## src/sv/pwts_pkg.sv

```systemverilog
// shared constants for the perspective world-to-screen block
// no dependencies
package pwts_pkg;

	localparam int FRAC_BITS_DEF   = 16;
	localparam int SIZE_W          = 14;
	localparam int NEAR_W          = 31;
	localparam int DATA_W          = 32;
	localparam int PADDR_W         = 4;
	localparam int DIV_STEPS       = 2;

	localparam logic [SIZE_W-1:0] WIDTH_RST  = SIZE_W'(1024);
	localparam logic [SIZE_W-1:0] HEIGHT_RST = SIZE_W'(768);
	localparam logic [NEAR_W-1:0] NEAR_RST   = NEAR_W'(6554);

	localparam logic [1:0] REG_WIDTH  = 2'd0;
	localparam logic [1:0] REG_HEIGHT = 2'd1;
	localparam logic [1:0] REG_NEAR   = 2'd2;

	localparam logic OP_LOAD    = 1'b0;
	localparam logic OP_PROJECT = 1'b1;

endpackage

```

## src/sv/pwts_div_step.sv

```systemverilog
// STEPS restoring-division steps: remainder and quotient shift register
// uses pwts_pkg for the quotient width
module pwts_div_step #(
	parameter int W     = 50,
	parameter int STEPS = pwts_pkg::DIV_STEPS
) (
	input  logic [W-1:0]                  d,
	input  logic [W-1:0]                  r_i,
	input  logic [pwts_pkg::DATA_W-1:0]   q_i,
	output logic [W-1:0]                  r_o,
	output logic [pwts_pkg::DATA_W-1:0]   q_o
);

	always_comb begin
		logic [W:0]                 t;
		logic [W-1:0]               r;
		logic [pwts_pkg::DATA_W-1:0] q;
		logic                       ge;
		r = r_i;
		q = q_i;
		for (int k = 0; k < STEPS; k++) begin
			t  = {r, q[pwts_pkg::DATA_W-1]};
			ge = (t >= {1'b0, d});
			r  = ge ? W'(t - {1'b0, d}) : t[W-1:0];
			q  = {q[pwts_pkg::DATA_W-2:0], ge};
		end
		r_o = r;
		q_o = q;
	end

endmodule

```

## config.mk

```make
export PLATFORM = sky130hd
export DESIGN_NAME = pwts_div_step
export DESIGN_NICKNAME = d
export VERILOG_FILES = /design/src/sv/pwts_pkg.sv /design/src/sv/pwts_div_step.sv
export SDC_FILE = /design/constraint.sdc
export NUM_CORES = 1
export LEC_CHECK = 0
export BUFFER_PORTS_ARGS = -buffer_cell sky130_fd_sc_hd__buf_2
export CAP_MARGIN = 20
export CORE_MARGIN = 4
export CORE_UTILIZATION = 40
export DETAILED_ROUTE_END_ITERATION = 8
export MAX_ROUTING_LAYER = met4
export PLACE_DENSITY = 0.72
export SETUP_SLACK_MARGIN = 0.5
export SYNTH_ARGS = -nofsm -noshare
export SYNTH_HDL_FRONTEND = slang
export SYNTH_SLANG_ARGS = --single-unit
```

## constraint.sdc

```tcl
create_clock -name vclk -period 8
set_input_delay 1.6 -clock vclk [all_inputs]
set_output_delay 1.6 -clock vclk [all_outputs]
set_load 0.05 [all_outputs]
```

==> Word level (Yosys, flattened, before mapping) <==
Cells that the tools add are included.
{ "totals": {"reg_bits": 0, "out_inout_bits": 82, "word_cells": 6} }
{ "classes": {"addsub": 2, "n_lt_le_gt_ge": 2, "n_mux": 2} }
{ "ops": {"columns": ["op", "n"], "rows": [
  ["$ge A51 B50 Y1", 2],
  ["$mux W50", 2],
  ["$sub A50 B50 Y50", 2]
]} }

==> Depth between registers and ports, before layout <==
Gate-level depths: netlist of the first run.
{ "logic_depth": {"word_depth": 4, "depth_mapped": 28, "ltp_nobuf": 24} }

==> Worst setup path after synthesis of the first run <==
No wires, ideal clock.
{ "synth_timing": {"path_kind": "input to output", "start": "input d[1]", "end": "output r_o[0]", "arrival_time_ps": 7210, "required_time_ps": 6400, "path_slack_ps": -810, "stages": 24, "path_buffers": 3, "path_cell_list": "inv_1 > ha_1 > nor2b_1 > o31a_1 > o31a_1 > o21ai_1 > nand2_1 > a211o_1 > buf_6 > buf_4 > o21ai_0 > inv_1 > ha_1 > nor2b_1 > o211ai_1 > a31oi_1 > o21ai_1 > a21boi_2 > o211ai_1 > a2111oi_0 > o41ai_2 > o2111ai_4 > buf_6 > mux2i_1"} }
{ "synth_between": {"elab_chain_len": 4, "elab_cells_between_ends": 5, "classes_between": "add/sub: 1; order compare: 2; mux: 2"} }
{ "synth_lines": {"columns": ["element", "line", "source"], "rows": [
  ["from (decl)", "pwts_div_step.sv:7", "input logic [W-1:0] d,"],
  ["$ge A51 B50 Y1", "pwts_div_step.sv:23", "ge = (t >= {1'b0, d});"],
  ["named net q_o (one bit)", "pwts_div_step.sv:11", "output logic [pwts_pkg::DATA_W-1:0] q_o"],
  ["$mux W50", "pwts_div_step.sv:24", "r = ge ? W'(t - {1'b0, d}) : t[W-1:0];"],
  ["$ge A51 B50 Y1", "pwts_div_step.sv:23", null],
  ["named net q_o (one bit)", "pwts_div_step.sv:11", null],
  ["$mux W50", "pwts_div_step.sv:24", null],
  ["to (decl)", "pwts_div_step.sv:10", "output logic [W-1:0] r_o,"]
]} }
The timed path passes the listed nets, and every way through them passes these cells.

==> Worst setup path in the final report of the first run <==
{ "layout_timing": {"start": "input d[13]", "end": "output r_o[29]"} }
{ "layout_between": {"elab_chain_len": 4, "elab_cells_between_ends": 6, "classes_between": "add/sub: 2; order compare: 2; mux: 2"} }
{ "layout_lines": {"columns": ["element", "line"], "rows": [
  ["$sub A50 B50 Y50 / $ge A51 B50 Y1 (equally long branches)", "pwts_div_step.sv:24, pwts_div_step.sv:23"],
  ["$mux W50", "pwts_div_step.sv:24"],
  ["$sub A50 B50 Y50 / $ge A51 B50 Y1 (equally long branches)", "pwts_div_step.sv:24, pwts_div_step.sv:23"],
  ["$mux W50 *", "pwts_div_step.sv:24"]
]} }
Mark *: on every way between the ends. The rest lies on a longest branch, timed or not.

==> out/results.txt, run 1 <==
The detailed-placement wirelength estimate was 26300 um. The initial standard-cell utilization of the core was 40.9%. The total area inside the core boundary comes to 18800 um2. The run finished, with violations left. Data arrives at the worst endpoint at 7.10 ns. The completed layout was analyzed and its total power is 2990 uW.

Summed over all layers, the global routing overflow is 0. In this design, the largest share of critical-path delay is due to compound AO/OA/AOI/OAI gates. The count of unique library cells instantiated by Yosys was 78. The die covers 21600 um2.

The layout has 1397 filler cells. Number of antenna diodes: 0. The tools report the sequential-to-total area share from yosys stat as 0%.

Largest net degree at the start of global routing: 23. STA classifies the critical path endpoint as an output port. The first routing iteration left 944 violations. The sequential cell count of the final layout is 0, and the y dimension of the die is 147 um. Setup repair after global routing could not meet its margin everywhere. The run gives 6 as the iteration count of the initial detailed-routing pass. The launch point of the critical path is d[13].

Number of rows created at floorplan: 50. The largest area contributor in the synthesized netlist was ha_1. The count of cells along the worst hold path came out at 0. Dividing the detail-routed via count by the number of cells gives 5.62.

The net count of the finished layout is 1913. The checks that failed: setup timing. Top-area cell type share of the netlist area: 16.2%.

The tools report the worst setup path endpoint as r_o[29]. The final max-slew violation count was 0; the worst endpoint required time was 6.40 ns. Sorting the synthesized cells by area gives the leading types as ha_1, mux2_4, a21oi_1. In the synthesized netlist, the number of instances is 1108. The first global-routing pass estimated 52700 um of wire.

At the pin with the least slew margin, the transition time is 0.609 ns. The number of global-route vias before repair came out at 10733. The clock period minus worst slack was 8.70 ns. The worst hold slack across all endpoints is 3.20 ns, and the footprint of the flip-flops and latches is 0 um2. The tools report the leakage power as 0.00675 uW. The mean instance size in the synthesized netlist was 6.96 um2; the count of input and output buffers was 154. The worst pin sits at a relative slew slack of 58.9%. The total of max-cap violations was 0; the power per cell area was 225 nW/um2. The layout has 0 clock buffers. The tools report the final-report hold violation count as 0.

Global routing used 29.8% of the available tracks. Synthesis produced a netlist with a net count of 1342. The post-route antenna net violation count is 0. The horizontal die dimension works out to 147 um. The startpoint kind of the worst setup timing path is a primary input. Setup violations remaining at the end of the flow were counted as 51. Cells with a size suffix above 1 make up 49.9% of the layout. The sum of routed wire length over all layers was 34500 um; the maximum VDD drop was 0.000280 V. The total number of cells along the worst setup path is 28. The critical path in this run is classified as in -> out.

Summing over every cut layer, the via total after detailed routing is 10893. The largest single stage delay on the critical path is 0.41 ns. The number of synthesis warnings is 0, and the layout overhead on the synthesized area is 72.8%. The smallest setup slack after layout came out at -0.702 ns. 214 I/O pins were placed. The combined area of all synthesized cells is 7710 um2, and the post-route clock period utilization is 109%. The path category of the worst min-delay check is in -> out. The final routed wire length divided by cell count is 17.8 um.

The multi-input logic area is 7650 um2. The slowest stage of the critical path belongs to the cell a2111oi_4. After detailed routing, the number of remaining DRC violations is 0.

The number of antenna violations at the first check in global routing was 0; the final weighted congestion in routability-driven placement was 0.979. Derived from the worst setup path, the maximum achievable clock frequency is 115 MHz. Counting both buffers and inverters, the worst setup path holds a total of 8. Along the worst path, the maximum fanout reaches 7. The tools report the hold-fix buffer count after cts as 0.
power breakdown:
part | switching (uW) | total (uW) | leakage, uW | internal (uW)
clock | 0 | 0 | 0 | 0
sequential | 0 | 0 | 0 | 0
combinational | 1580 | 2990 | 0.00675 | 1410
total | 1580 | 2990 | 0.00675 | 1410
worst min path at each step:
stage	from	endpoint	slack, ns
final	q_i[8]	q_o[10]	3.20
after floorplan	q_i[8]	q_o[10]	3.37
after CTS	q_i[10]	q_o[12]	3.20
after global placement	q_i[10]	q_o[12]	3.20
after global routing	q_i[8]	q_o[10]	3.20
after detailed placement	q_i[10]	q_o[12]	3.20
per-layer routing:
metal / vias to the layer above / track usage, % / routed length [um]
li1: 5169 / - / -
met1: 5014 / 39.2 / 14600
met2: 573 / 50.0 / 15900
met3: 137 / 1.88 / 2700
met4: 0 / 7.24 / 1280
met5: - / - / 0
cell families after synthesis:
group,count (synthesis),share of synthesized area (%)
multiplexers,52,9.77
AND/OR/NAND/NOR,321,19.7
AO/OA/AOI/OAI,386,32.6
buffers and inverters,160,11.4
adder cells (fa/ha/maj),102,16.7
XOR/XNOR,87,9.88
cells in the final DEF, fill, tap and decap left out, types with 10 or more instances in the layout:
cell type  Yosys  layout
buf_4         44     485
a21oi_1      131     101
buf_2          7     101
nand2_1       91      88
nor2_1        95      86
ha_1         100      75
inv_1         79      73
o21ai_0       67      56
xnor2_1       58      55
a21o_1        46      46
mux2_4        46      46
buf_6         13      44
nand4_1       29      29
xor2_1        29      29
a21oi_2        1      26
nand3_1       23      22
ha_4           0      18
o211ai_1      14      14
and3_1        13      13
a31oi_1       15      13
o21a_1        12      12
o21bai_1      13      12
o21ai_1        7      12
nand2b_1      12      11
a211oi_1      14      10
nor3_1        15      10
per-stage QoR:
| step | setup TNS, ns | std cells | util (%) | worst slack (ns) | area (um2) |
|---|---|---|---|---|---|
| floorplan | -5.99 | 1108 | - | -0.146 | 7850 |
| global placement | -27.67 | 1885 | 62.0 | -0.589 | 11700 |
| detailed placement | -34.38 | 1885 | 62.0 | -0.723 | 11700 |
| CTS | -10.99 | 1926 | 69.2 | -0.315 | 13000 |
| global route | -35.92 | 1937 | 70.7 | -0.812 | 13300 |
| finish | -30.20 | 1937 | 70.7 | -0.702 | 13300 |
final cells by class:
| type | count | area share [%] |
|---|---|---|
| timing repair buffer | 649 | 37.7 |
| multi-input combinational | 948 | 57.4 |
| tap | 260 | 2.44 |
| inverter | 80 | 2.42 |
cells in the mapped netlist, types with 3 or more instances:
library cell / n
o21a_1: 12
o22ai_1: 4
o21ai_1: 7
o221ai_1: 3
nor3_1: 15
xor2_1: 29
nor2b_1: 11
a211oi_1: 14
clkbuf_1: 15
or2_2: 4
a2111oi_0: 5
o21bai_1: 13
o211ai_1: 14
a41oi_1: 4
buf_6: 13
a31oi_1: 15
a221oi_1: 3
nand2b_1: 12
nor4_1: 8
nand3_1: 23
o31a_1: 7
or3_1: 7
and3_1: 13
ha_1: 100
nand2_1: 91
o31ai_1: 3
inv_1: 79
xnor2_1: 58
o21ai_0: 67
a21boi_0: 7
buf_2: 7
mux2_4: 46
a211o_1: 5
mux2i_1: 4
buf_4: 44
nor2_1: 95
a21oi_1: 131
nand4_1: 29
a21o_1: 46
timing repair:
| item | CTS | global route |
|---|---|---|
| pin swaps | 58 | 33 |
| gates cloned | 4 | 0 |
| setup endpoints to repair | 51 | 51 |
| gates resized for setup | 238 | 40 |
| setup buffers | 37 | 11 |
Power figures use the tool's default switching activity.
==> run 2, diff against run 1 <==
--- a/config.mk
+++ b/config.mk
@@ -8,10 +8,10 @@
 export BUFFER_PORTS_ARGS = -buffer_cell sky130_fd_sc_hd__buf_2
 export CAP_MARGIN = 20
 export CORE_MARGIN = 4
-export CORE_UTILIZATION = 40
+export CORE_UTILIZATION = 45
 export DETAILED_ROUTE_END_ITERATION = 8
 export MAX_ROUTING_LAYER = met4
-export PLACE_DENSITY = 0.72
+export PLACE_DENSITY = 0.84
 export SETUP_SLACK_MARGIN = 0.5
 export SYNTH_ARGS = -nofsm -noshare
 export SYNTH_HDL_FRONTEND = slang
==> run 2 against run 1 <==
Area after synthesis unchanged. Synthesized cell count unchanged. The run now fails in 5_1_grt.
==> out/results.txt, run 2 <==
Yosys printed 0 warnings. Among all cell types in the netlist, the one instantiated most often is a21oi_1. The combined area of all synthesized cells was 7710 um2; the total I/O pin count was 214. At the end of routability-driven placement, the weighted congestion stood at 1.06. Synthesis produced a netlist whose cell count is 1108. The y dimension of the die was 139 um; the hold-fix buffer count after cts was 0. For this configuration, the core starts out at a cell density of 46.2%. A synthesized cell averages 6.96 um2. The number of nets handed over by synthesis was 1342. The floorplan has 47 rows.

The largest area contributor in the synthesized netlist was ha_1. The top-area cell type share of the netlist area came out at 16.2%. Largest net degree at the start of global routing: 23. The flow did not finish. It got as far as 5_1_grt and failed there.

Once detailed placement completed, the half-perimeter wirelength came to 26800 um. Once placement completed, the tool counted placed cells totaling 1810. In this run the horizontal extent of the chip is 139 um. The number of antenna violations at the first check in global routing is 3, and the overflow left after global routing is 1.

The tool reported: "[ERROR GRT-0232] Routing congestion too high. Check the congestion heatmap in the GUI". The worst endpoint pin kind was a top-level output. After synthesis, the cell types taking the most area are ha_1, mux2_4, a21oi_1. Of the synthesized area, sequential elements account for 0%.

The tools report the endpoint with the least setup slack after the last repair as r_o[42]. For the count of unique library cells instantiated by Yosys, the log shows 78. The count of input and output buffers works out to 154.

Global routing used 67.6% of the available tracks. By count the netlist is led by a21oi_1, ha_1, nor2_1, nand2_1, inv_1.
-- run 2: cell counts after synthesis --
Identical to the previous run, type by type.
-- run 2: routing by layer --
| layer | GRT overflow | GRT usage (%) |
|---|---|---|
| met1 | 0 | 66.6 |
| met2 | 0 | 82.1 |
| met3 | 0 | 54.3 |
| met4 | 1 | 60.6 |
| met5 | - | - |
-- run 2: what timing repair did --
action	in CTS
pin swaps	47
hold endpoints to repair	0
setup endpoints to repair	51
gates resized for setup	264
cloned	5
buffers inserted	40
-- run 2: kinds of logic after synthesis --
group                      Yosys count  share of synthesized area (%)
AOI/OAI and AO/OA                  386                           32.6
xor gates and xnor gates            87                           9.88
adders and majority gates          102                           16.7
buffers and inverters              160                           11.4
muxes                               52                           9.77
and+or+nand+nor                    321                           19.7
-- run 2: stage by stage --
step	TNS, ns	worst slack [ns]	cell area, um2	util (%)	hold slack [ns]
2_1_floorplan	-5.99	-0.146	7850	-	3.37
3_3_place_gp	-31.67	-0.660	11400	68.0	3.20
3_5_place_dp	-37.43	-0.787	11400	68.0	3.20
4_1_cts	-15.28	-0.333	12800	76.7	3.20
==> run 3, diff against run 2 <==
--- a/config.mk
+++ b/config.mk
@@ -8,11 +8,9 @@
 export BUFFER_PORTS_ARGS = -buffer_cell sky130_fd_sc_hd__buf_2
 export CAP_MARGIN = 20
 export CORE_MARGIN = 4
-export CORE_UTILIZATION = 45
+export CORE_UTILIZATION = 30
 export DETAILED_ROUTE_END_ITERATION = 8
-export MAX_ROUTING_LAYER = met4
-export PLACE_DENSITY = 0.84
-export SETUP_SLACK_MARGIN = 0.5
+export PLACE_DENSITY_LB_ADDON = 0.15
 export SYNTH_ARGS = -nofsm -noshare
 export SYNTH_HDL_FRONTEND = slang
 export SYNTH_SLANG_ARGS = --single-unit
==> constraint.sdc (replaced) <==
create_clock -name vclk -period 10.4
set_input_delay 2.08 -clock vclk [all_inputs]
set_output_delay 2.08 -clock vclk [all_outputs]
set_load 0.05 [all_outputs]
==> run 3 against run 2 <==
The flow now finishes without violations.
==> out/results.txt, run 3 (synthesized netlist as in run 1, its figures left out) <==
The run finished with clean final reports. Counting stages on the worst path, the most repeated cell is inv_1. The maximum net fanout on the critical path was 26. Summing all flip-flop and latch instances after layout gives 0 um2. Including well taps, the total number of placed cells is 1542.

Number of antenna violations at the first check in global routing: 0. The number of rows created at floorplan is 58, and the first-pass GRT wire length is 43900 um. During placement, the flow inserted port buffers numbering 154. For this design the static power due to leakage is 0.00423 uW. In this run, the number of DRC markers left after iteration 0 of detailed routing was 609. In the final layout, the multi-input gates occupy 6880 um2. The layout overhead on the synthesized area is 11.7%. The achievable frequency is 99.1 MHz. The number of setup buffers added after CTS is 0.

The die is 168 um wide. The path class of the tightest hold or removal check is in -> out. STA puts the critical path data required time at 8.32 ns.

The final max-slew violation count is 0, and the count of filler cells inserted in the layout is 2847. Final hold analysis gives a worst-case slack of 4.16 ns. Setup repair after global routing left no endpoint under its margin. The worst setup path is captured at an output port. There are 0 flip-flops and latches.

The run gives 0 as the DRC violation count after routing. For the number of global-route vias before repair, the log shows 8160. Data on the critical path arrives at its endpoint at 8.01 ns.

The area of the die is 28300 um2. Category of the critical setup timing path: in -> out. For the maximum VDD drop, the log shows 0.000145 V.

The logs give 0 for the final-report hold violation count and 55.7% for the worst-case headroom to the max-slew limit. In this design, the stage delay of the slowest critical-path cell is 0.45 ns. From bottom edge to top edge, the die measures 168 um. In the final layout, the share of cells above drive strength 1 is 21.3%. The tools report the total I/O pin count as 214.

Once the floorplan was initialized, standard cells occupied 30.5% of the core. Counting I/O delays and the setup requirement, the final critical path takes 10.09 ns. The tools report the post-route antenna net violation count as 0.

The HPWL after detailed placement is 24100 um. Count of nets after finishing: 1448. Across the run, the number of max-cap violations was 0. In this run the most critical hold path is launched from q_i[8]. Counting the clock-network buffers in the layout gives 0. The tools report the worst-case hold path end point as q_o[10]. The core region is 25300 um2.

The final instance count without filler cells was 1542; the sum of routed wire length over all layers was 27900 um. In this run the power density over the cells is 184 nW/um2. The worst setup path is launched from a primary input.

The via count is 8283. Leaving out fill and tap cells, the most frequent cell in the layout is buf_2. The count of cells along the worst hold path was 0; the number of antenna diodes was 0. Setup violations remaining at the end of the flow were counted as 0. The critical path's slowest cell is a211oi_2. The final weighted congestion in routability-driven placement is 0.940. Final-layout setup total negative slack: 0 ns. The post-route clock period utilization is 97.0%, and the transition at the pin with the smallest max-transition slack is 0.658 ns. After detailed routing, the average wire length per cell comes to 18.1 um. In the routed layout, each cell is associated on average with a via count of 5.37. Global routing used 18.6% of the available tracks across all layers.

Leaving out fill and tap cells, the most frequent cells in the layout are buf_2, a21oi_1, ha_1, nor2_1, nand2_1. For this run the aggregate overflow at the end of global routing stands at 0. Entering global routing, the biggest net connects 36 pins. Summing internal, switching and leakage power gives 1590 uW. The iteration count of the initial detailed-routing pass came out at 5.

Hold repair after CTS inserted 0 buffers.
-- run 3: power breakdown --
group          leakage [uW]  total (uW)  internal [uW]  switching (uW)
Combinational       0.00423        1590            570            1020
Sequential                0           0              0               0
Clock                     0           0              0               0
Total               0.00423        1590            570            1020
-- run 3: worst max-delay path: cells and delay by family --
kind | cells | cell delay [ns]
buffers and inverters | 7 | 0.93
xor gates and xnor gates | 1 | 0.16
and+or+nand+nor | 1 | 0.07
muxes | 2 | 0.63
AOI/OAI and AO/OA | 13 | 3.22
adders and majority gates | 3 | 0.92
-- run 3: how the worst max path moves through the flow --
stage	startpoint	end	slack [ns]	depth (start not counted)
5_1_grt	d[1]	r_o[46]	0.007	24
2_1_floorplan	d[1]	r_o[0]	0.63	24
4_1_cts	d[0]	r_o[22]	0.09	26
3_3_place_gp	d[0]	r_o[8]	0.12	26
3_5_place_dp	d[0]	r_o[15]	0.13	26
6_report	q_i[31]	r_o[15]	0.31	27
-- run 3: area by class of cell --
type	count	area share [%]
multi-input combinational	948	79.8
inverter	80	3.49
tap	330	4.79
timing repair buffer	184	11.9
-- run 3: metrics by stage --
stage / util [%] / instance area [um2] / setup WS, ns
after floorplan: - / 7710 / 0.630
after global placement: 33.9 / 8570 / 0.120
after detailed placement: 33.9 / 8570 / 0.134
after CTS: 33.9 / 8570 / 0.0852
after global routing: 34.1 / 8610 / 0.00674
final: 34.1 / 8610 / 0.308
-- run 3: per-layer routing --
layer  GRT usage [%]  routed length (um)
met1            28.0               14300
met2            30.1               12200
met3           0.939                1130
met4            2.33                 361
met5               0                   0
-- run 3: what timing repair did --
action / in CTS / in global routing
endpoints found under the hold margin: 0 / 0
gates resized for setup: 0 / 10
endpoints found under the setup margin: 0 / 51
==> run 4, diff against run 3 <==
==> constraint.sdc (replaced) <==
create_clock -name vclk -period 8.45
set_input_delay 1.69 -clock vclk [all_inputs]
set_output_delay 1.69 -clock vclk [all_outputs]
set_load 0.05 [all_outputs]
==> run 4 against run 3 <==
The flow now finishes with violations (setup timing). Sequential share of layout area unchanged. First-iteration DRC count decreased by 11%. Global-route usage increased by 3.5 points. Non-clock buffer count increased by 453. Critical path depth increased by 4. Via count increased by 22%. Die area unchanged. Combinational power increased by 77%. Critical endpoint is now r_o[28]. Largest power group unchanged.
==> out/results.txt, run 4 (synthesized netlist as in run 1, its figures left out) <==
The flow ran to the end, but the final reports show violations. The checks that failed: setup timing. The die is 168 um wide.

The count of nets after finishing was 1901; the footprint of the flip-flops and latches was 0 um2. Final-report hold violation count: 0. The first routing iteration left 540 violations. For this design, the slowest cell found on the critical path is a211o_4. Compared with the post-synthesis result, the final layout area differs by 72.2%. By startpoint and endpoint, the worst setup path is classified as in -> out. For this run, the detailed router's first-pass iteration total came to 7. The post-route clock period utilization is 104%. 214 I/O pins were placed. The number of buffers and inverters on the critical path is 11. Dividing the detail-routed via count by the number of cells gives 5.07. In this run the cell area measured after placement is 11600 um2.

The logs give 30 for the largest net degree at the start of global routing and 2810 uW for the total power. Once layout is done, the placed cells without fillers occupy 13300 um2. Largest stage delay on the critical path: 0.41 ns. In this run the remaining antenna-violating nets after routing total 0. The filler cells instantiated in the layout total 2477.

Once placement completed, the tool counted placed cells totaling 1932. STA classifies the critical path endpoint as an output port. After detailed routing, the total wire length is 33000 um. The logs give 10143 for the number of global-route vias before repair and 28300 um2 for the area of the die. Via count: 10120. Detailed placement finished with a half-perimeter wire length of 26900 um. In this run the tightest slew margin relative to its limit is 62.6%. The overflow left after global routing is 0.

Count of cells along the worst hold path: 0. The count of buffers added on input and output ports is 154. The worst path needs 8.77 ns of the cycle, external delays included. For the leakage power, the log shows 0.00668 uW. The startpoint identified for the worst hold timing path is q_i[8]. Global routing consumed, over all layers together, 22.1% of the routing resources.

The final max-slew violation count is 0, and the maximum VDD drop is 0.000225 V. Across the run, the number of max-cap violations was 0. The power per cell area was 212 nW/um2; the worst endpoint required time was 6.76 ns.

The sequential cell count of the final layout was 0. The number of antenna diodes in the final layout is 0. Setup repair after global routing could not meet its margin everywhere. The final routed wire length divided by cell count came out at 16.5 um. The arrival time at the worst endpoint was 7.08 ns; the clock buffer count in the final layout was 0. The logs give 30.5% for the initial standard-cell utilization of the core and 114 MHz for the achievable frequency. The initialized floorplan defines 58 standard-cell rows.

For the number of antenna violations at the first check in global routing, the log shows 0. The library cell used most frequently in the layout, excluding fill and tap cells, is buf_4. The first global-routing pass estimated 52400 um of wire. The core region is 25300 um2. The cell seen most often among critical-path stages is buf_4. At the end of routability-driven placement, the weighted congestion stood at 0.938. The final instance count without filler cells was 1995. The kind of cell with the highest combined delay along the critical path is compound AO/OA/AOI/OAI gates. The path category of the worst min-delay check is in -> out. The maximum net fanout on the critical path works out to 12. Worst-case hold path end point: q_o[10]. The library cells used most frequently in the layout, excluding fill and tap cells, are buf_4, a21oi_1, buf_2, nor2_1, nand2_1.

STA classifies the critical path startpoint as a primary input. The die is 168 um tall. In the final layout, the share of cells above drive strength 1 is 48.9%.

For the final routed database, the setup TNS stands at -14.08 ns. Setup violations remaining at the end of the flow were counted as 51. After detailed routing, the number of remaining DRC violations is 0. At the pin with the least slew margin, the transition time is 0.553 ns. The tools report the smallest setup slack after layout as -0.316 ns.
## run 4: where the power goes
group | total [uW] | internal, uW | switching (uW)
Sequential | 0 | 0 | 0
Combinational | 2810 | 1350 | 1460
Clock | 0 | 0 | 0
## run 4: worst max path at each step
stage / startpoint / endpoint / slack [ns] / cells past startpoint
after global routing: d[1] / r_o[0] / -0.48 / 32
after detailed placement: d[1] / r_o[0] / -0.87 / 28
after floorplan: d[1] / r_o[0] / 0.01 / 25
final: d[1] / r_o[28] / -0.32 / 31
after global placement: d[1] / r_o[1] / -0.81 / 28
after CTS: d[1] / r_o[25] / -0.25 / 31
## run 4: stage by stage
| stage | setup WS, ns | utilization, % | hold WS [ns] |
|---|---|---|---|
| after CTS | -0.253 | 51.0 | 3.38 |
| final | -0.316 | 52.6 | 3.38 |
| after detailed placement | -0.868 | 45.8 | 3.38 |
| after floorplan | 0.0111 | - | 3.55 |
| after global routing | -0.477 | 52.6 | 3.38 |
| after global placement | -0.812 | 45.8 | 3.38 |
## run 4: what timing repair did
action	CTS	global route
resized for setup	217	75
hold buffers	0	0
setup endpoints to repair	51	51
setup buffers	47	17
pin swaps	41	35
hold endpoints to repair	0	0
gates cloned	5	0
## run 4: cell type report
type | count | area (um2) | share of cell area (%)
Inverter | 80 | 318 | 2.39
Tap cell | 330 | 413 | 3.11
Multi-Input combinational cell | 948 | 7560 | 56.9
Timing Repair Buffer | 637 | 4990 | 37.6
## run 4: routing by layer
layer / wire length (um) / GRT usage (%) / vias up
li1: - / - / 5142
met1: 15800 / 31.5 / 4698
met2: 15200 / 37.5 / 241
met3: 1530 / 1.27 / 39
met4: 495 / 3.18 / 0
met5: 0 / 0 / -
